`src/sv/sfir_pkg.sv`:
```
// sfir_pkg: shared types, constants and coefficient tables of the selectable fir/iir filter
// no dependencies; imported by the interfaces, the mac unit, the top level and the checker

package sfir_pkg;

   localparam int DEF_MAX_TAPS    = 22;
   localparam int DEF_SAMPLE_BITS = 16;

   localparam int COEF_W     = 32;   // q3.28 coefficients
   localparam int COEF_FRAC  = 28;
   localparam int FB_W       = 40;   // q17.22 feedback values
   localparam int FB_FRAC    = 22;
   localparam int FB_TAPS    = 3;
   localparam int FB_CNT_W   = 3;    // counts two half products per feedback tap
   localparam int COEF_IDX_W = 7;
   localparam int MODE_W     = 2;

   typedef enum logic [MODE_W-1:0] {
      MODE_FIR4  = 2'd0,
      MODE_FIR7  = 2'd1,
      MODE_FIR22 = 2'd2,
      MODE_IIR   = 2'd3
   } sfir_mode_type;

   typedef enum logic [2:0] {
      ST_IDLE,
      ST_MAC,
      ST_FB,
      ST_DRAIN,
      ST_SAT,
      ST_OUT
   } sfir_state_type;

   typedef struct packed {
      logic clear;   // load the rounding constant into the accumulator
      logic issue;   // a new product enters the multiplier register
      logic shift;   // product is scaled up by the feedback fraction bits
   } sfir_mac_ctl_type;

   typedef logic signed [COEF_W-1:0] coef_type;

   localparam coef_type TAPS4 [4] = '{
      32'sd42787201, 32'sd102764101, 32'sd102764101, 32'sd42787201
   };

   localparam coef_type TAPS7 [7] = '{
      32'sd7451016, 32'sd48652197, 32'sd55708115, 32'sd66188808,
      32'sd55708115, 32'sd48652197, 32'sd7451016
   };

   localparam coef_type TAPS22 [22] = '{
      -32'sd1278413, 32'sd1997236, 32'sd3498475, 32'sd5960953,
      32'sd9141736, 32'sd12811628, 32'sd16678690, 32'sd20391998,
      32'sd23593795, 32'sd25944353, 32'sd27190365, 32'sd27190365,
      32'sd25944353, 32'sd23593795, 32'sd20391998, 32'sd16678690,
      32'sd12811628, 32'sd9141736, 32'sd5960953, 32'sd3498475,
      32'sd1997236, -32'sd1278413
   };

   localparam coef_type IIR_B [4] = '{
      32'sd1069209, -32'sd956786, -32'sd956786, 32'sd1069209
   };

   // negated feedback coefficients
   localparam coef_type IIR_NA [FB_TAPS] = '{
      32'sd753833057, -32'sd707182318, 32'sd221559871
   };

   // feed-forward coefficient of tap idx; zero past the end of the filter
   function automatic coef_type sfir_coef(input sfir_mode_type mode,
                                          input logic [COEF_IDX_W-1:0] idx);
      coef_type c;
      c = '0;
      unique case (mode)
         MODE_FIR4: begin
            if (idx < COEF_IDX_W'(4)) c = TAPS4[idx[1:0]];
         end
         MODE_FIR7: begin
            if (idx < COEF_IDX_W'(7)) c = TAPS7[idx[2:0]];
         end
         MODE_FIR22: begin
            if (idx < COEF_IDX_W'(22)) c = TAPS22[idx[4:0]];
         end
         MODE_IIR: begin
            if (idx < COEF_IDX_W'(4)) c = IIR_B[idx[1:0]];
         end
         default: c = '0;
      endcase
      return c;
   endfunction

endpackage

```
`src/sv/sfir_mac.sv`:
```
// sfir_mac: shared signed multiply-accumulate unit with a registered product stage
// depends on sfir_pkg (control struct, coefficient width, fraction widths)

module sfir_mac import sfir_pkg::*; #(
   parameter int A_W   = 23,
   parameter int ACC_W = 83
) (
   input  logic                    clock,
   input  logic                    reset,
   input  sfir_mac_ctl_type        ctl,
   input  logic signed [A_W-1:0]   a_op,
   input  coef_type                c_op,
   output logic signed [ACC_W-1:0] acc
);

   localparam int PROD_W = A_W + COEF_W;
   localparam logic signed [ACC_W-1:0] ROUND_INIT = ACC_W'(1) <<< (COEF_FRAC - 1);

   logic signed [PROD_W-1:0] prod_ff, prod_in;
   logic                     pvalid_ff, pvalid_in;
   logic                     shift_ff, shift_in;
   logic signed [ACC_W-1:0]  acc_ff, acc_in;
   logic signed [ACC_W-1:0]  addend;

   always_comb begin
      prod_in   = a_op * c_op;
      pvalid_in = ctl.issue;
      shift_in  = ctl.shift;
      if (shift_ff) begin
         addend = ACC_W'(prod_ff) <<< FB_FRAC;
      end else begin
         addend = ACC_W'(prod_ff);
      end
      // rounding constant preloaded so the final step is a plain arithmetic shift
      if (ctl.clear) begin
         acc_in = ROUND_INIT;
      end else if (pvalid_ff) begin
         acc_in = acc_ff + addend;
      end else begin
         acc_in = acc_ff;
      end
   end

   always_ff @(posedge clock) begin
      if (reset) begin
         pvalid_ff <= 1'b0;
         shift_ff  <= 1'b0;
      end else begin
         pvalid_ff <= pvalid_in;
         shift_ff  <= shift_in;
      end
      prod_ff <= prod_in;
      acc_ff  <= acc_in;
   end

   assign acc = acc_ff;

endmodule

```
`config.mk`:
```
export PLATFORM = sky130hd
export DESIGN_NAME = sfir_mac
export DESIGN_NICKNAME = d
export VERILOG_FILES = /design/src/sv/sfir_pkg.sv /design/src/sv/sfir_mac.sv
export SDC_FILE = /design/constraint.sdc
export NUM_CORES = 2
export LEC_CHECK = 0
export BUFFER_PORTS_ARGS = -buffer_cell sky130_fd_sc_hd__buf_4
export CORE_MARGIN = 2
export CORE_UTILIZATION = 40
export CTS_CLUSTER_SIZE = 14
export DETAILED_ROUTE_END_ITERATION = 16
export PLACE_DENSITY = 0.64
export SYNTH_ARGS = -nofsm -noshare
export SYNTH_HDL_FRONTEND = slang
export SYNTH_SLANG_ARGS = --single-unit
```
`constraint.sdc`:
```
create_clock -name clock -period 8.51 [get_ports clock]
set_input_delay 0.4255 -clock clock [delete_from_list [all_inputs] [get_ports clock]]
set_output_delay 0.4255 -clock clock [all_outputs]
set_load 0.01 [all_outputs]
```
==> key figures <==
Critical path
  • Most frequent CP cell: fa_1
  • CP Launch Type: primary input
  • Worst path max stage delay: 0.84 ns
  • Setup CP Type: primary input to flop
  • Flop-to-flop setup slack: 3.54 ns
  • CP top delay family: adder cells
  • Buf/Inv on CP: 4
  • WP depth: 25
  • R2R Path Start: shift_ff
  • FF-to-FF End: acc[81]
  • Crit. End Element: flop
  • Largest fanout on the critical path: 32
  • Arrival @ worst endpoint: 7.88 ns
  • Crit-path slowest cell: fa_1
  • Path depth of the worst reg2reg path: 16
  • Crit path from: a_op[2]
  • Critical Path End: prod_ff[54]
  • Req. time, crit path: 8.84 ns

Synth
  • Mux share of post-synthesis cell area: 2.49%
  • Prevailing post-synth register cell: dfxtp_1
  • Synth warn: 0
  • Synth top cells by count: inv_1 (869), fa_1 (755), nand2_1 (510)
  • Most frequent cell after synthesis: inv_1
  • FF+latch count, synth: 140
  • Post-Synth XOR/XNOR Area: 3.41%
  • Synthesized area: 35,700 um^2
  • Complex-gate fraction of the synthesized area: 8.91%
  • Post-Syn Nets: 5,092
  • Adder-Cell Fraction of Synth Area: 50.2%
  • Sequential fraction of the synthesis area: 7.85%
  • Largest area contributor in the synthesized netlist: fa_1
  • Post-synth top area share: 42.3%
  • Synth unique cells: 84
  • Post-synth EDFFs: 0
  • Mean Syn Cell Area: 8.82 um^2
  • Synth Instances: 4,052
  • Synth top area cells: fa_1 (42%), inv_1 (9.1%), ha_1 (7.9%), dfxtp_1 (7.8%), and2_1 (6.1%)
  • Simple logic cell fraction of the synthesized area: 15.9%
  • Main combinational cell family by area after synthesis: adder cells
  • Async set-reset flop share out of synthesis: 0%

Cells and area
  • Fillers: 8,780
  • # nets final: 5,062
  • P&R area growth vs syn: 6.60%
  • Layout cells sized above 1: 6.10%

Timing
  • Worst-Margin Slew: 0.908 ns
  • Slew Viols, Final: 0
  • Final Skew: 0.00732 ns
  • Post-route clock period utilization: 88.7%
  • Fmax: 132 MHz
  • Crit path time final: 7.55 ns
  • Setup TNS: 0 ns
  • Final Hold Viols: 0
  • Final Setup Violations: 0
  • RSZ-0062 raised after global routing: false
  • Slew margin rel.: 39.4%

Placed design
  • Final GP Congestion: 0.932
  • Detail Placement HPWL: 80.4 mm
  • Port Buffer Count: 142

Clock network
  • CTS Buf Count: 17
  • CTS max path bufs: 2
  • Clock root cell: clkbuf_16
  • Post-CTS sizing: 0
  • Hold Buf Count CTS: 0
  • # clock sinks: 140
  • Post-CTS Setup Inserts: 0
  • CTS H-tree lvls: 4
  • TritonCTS clock tree: yes
  • Clock latency on the worst-skew pair: 0.44 ns
  • Clk slew on worst S/H paths: 0.06 ns

Route
  • DR WL/cell: 19.0 um
  • Final ANT Viol Nets: 0
  • Via count: 26,568
  • Final wirelength: 98.9 mm
  • DRT Pass-1 Iters: 7
  • DRC errors left: 0
  • Initial DRC Count: 1,677
  • DR vias/cell: 5.11

Die
  • # IOs: 143
  • Die width: 303 um
  • Chip Height: 303 um
  • Initial Util: 40.4%
  • Number of cell rows: 109
  • Die area: 91,700 um^2
  • Core footprint: 88,400 um^2

Flow run
  • Max_cap viols: 0

Global route
  • Global-route wire length before repair: 158 mm
  • Pin count of the biggest net entering global routing: 78
  • GRT Overall Usage: 22.2%
  • Vias in the first global route: 28,009
  • Total congestion overflow: 0
  • Initial antenna violation count: 1

Status
  • Status: finished, final reports clean

Worst hold path
  • Worst Hold Class: primary input to flop
cell families after synthesis:
kind of cell / after synthesis
AND/OR/NAND/NOR: 1174
buffers and inverters: 1068
multiplexers: 85
flip-flops: 140
AO/OA/AOI/OAI: 466
adder cells (fa/ha/maj): 980
XOR/XNOR: 139
layout make-up:
class                           instances  area, um^2  share of cell area [%]
Clock inverter                         11        72.6                   0.191
Antenna cell                            2        5.00                  0.0131
Sequential cell                       140        2810                    7.37
Inverter                              871        3270                    8.59
Clock buffer                           20         447                    1.17
Multi-Input combinational cell       2844       28900                    75.9
Timing Repair Buffer                  148        1110                    2.92
Tap cell                             1165        1460                    3.83
registers in the layout, indices dropped and copies added, names as in the netlist:
register	flops
pvalid_ff	1
shift_ff	1
prod_ff	55
acc	83
worst min-delay path by stage:
stage,slack [ns],cells after the start,start,endpoint
2_1_floorplan,0.49,2,acc[77],acc[77]
3_3_place_gp,0.46,2,acc[81],acc[81]
3_5_place_dp,0.47,2,acc[77],acc[77]
4_1_cts,0.11,2,reset,pvalid_ff
5_1_grt,0.14,2,reset,shift_ff
6_report,0.14,2,reset,pvalid_ff
routing by layer:
metal	vias to the layer above	part of all wire (%)	track usage [%]
met1	13364	46	31.9
met3	91	8.0	4.18
met5	-	0.054	0.414
met4	2	1.8	4.87
li1	12177	-	-
met2	934	44	34.8
metrics by stage:
| stage | hold slack (ns) | setup WS (ns) | area (um^2) | util (%) | cells |
|---|---|---|---|---|---|
| detailed placement | 0.468 | 0.588 | 37600 | 42.5 | 5168 |
| floorplan | 0.486 | 1.31 | 35700 | - | 4052 |
| global route | 0.135 | 0.557 | 38100 | 43.1 | 5200 |
| finish | 0.136 | 0.959 | 38100 | 43.1 | 5201 |
| CTS | 0.113 | 1.04 | 38100 | 43.1 | 5199 |
| global placement | 0.457 | 0.747 | 37600 | 42.5 | 5168 |
cell usage in the layout (no fill, tap or decap), drive strengths merged, types with 50 or more instances in the layout:
| master | n |
|---|---|
| a21oi | 142 |
| dfxtp | 140 |
| ha | 225 |
| xnor2 | 89 |
| nor2 | 149 |
| inv | 872 |
| nand2 | 511 |
| o21ai | 83 |
| fa | 755 |
| and2 | 350 |
| buf | 148 |
| mux2i | 53 |
| a21o | 92 |
| xor2 | 50 |
Power is left out: the tool's default activity adds up to more than one toggle a clock period on the data nets, which glitch-free logic cannot reach.
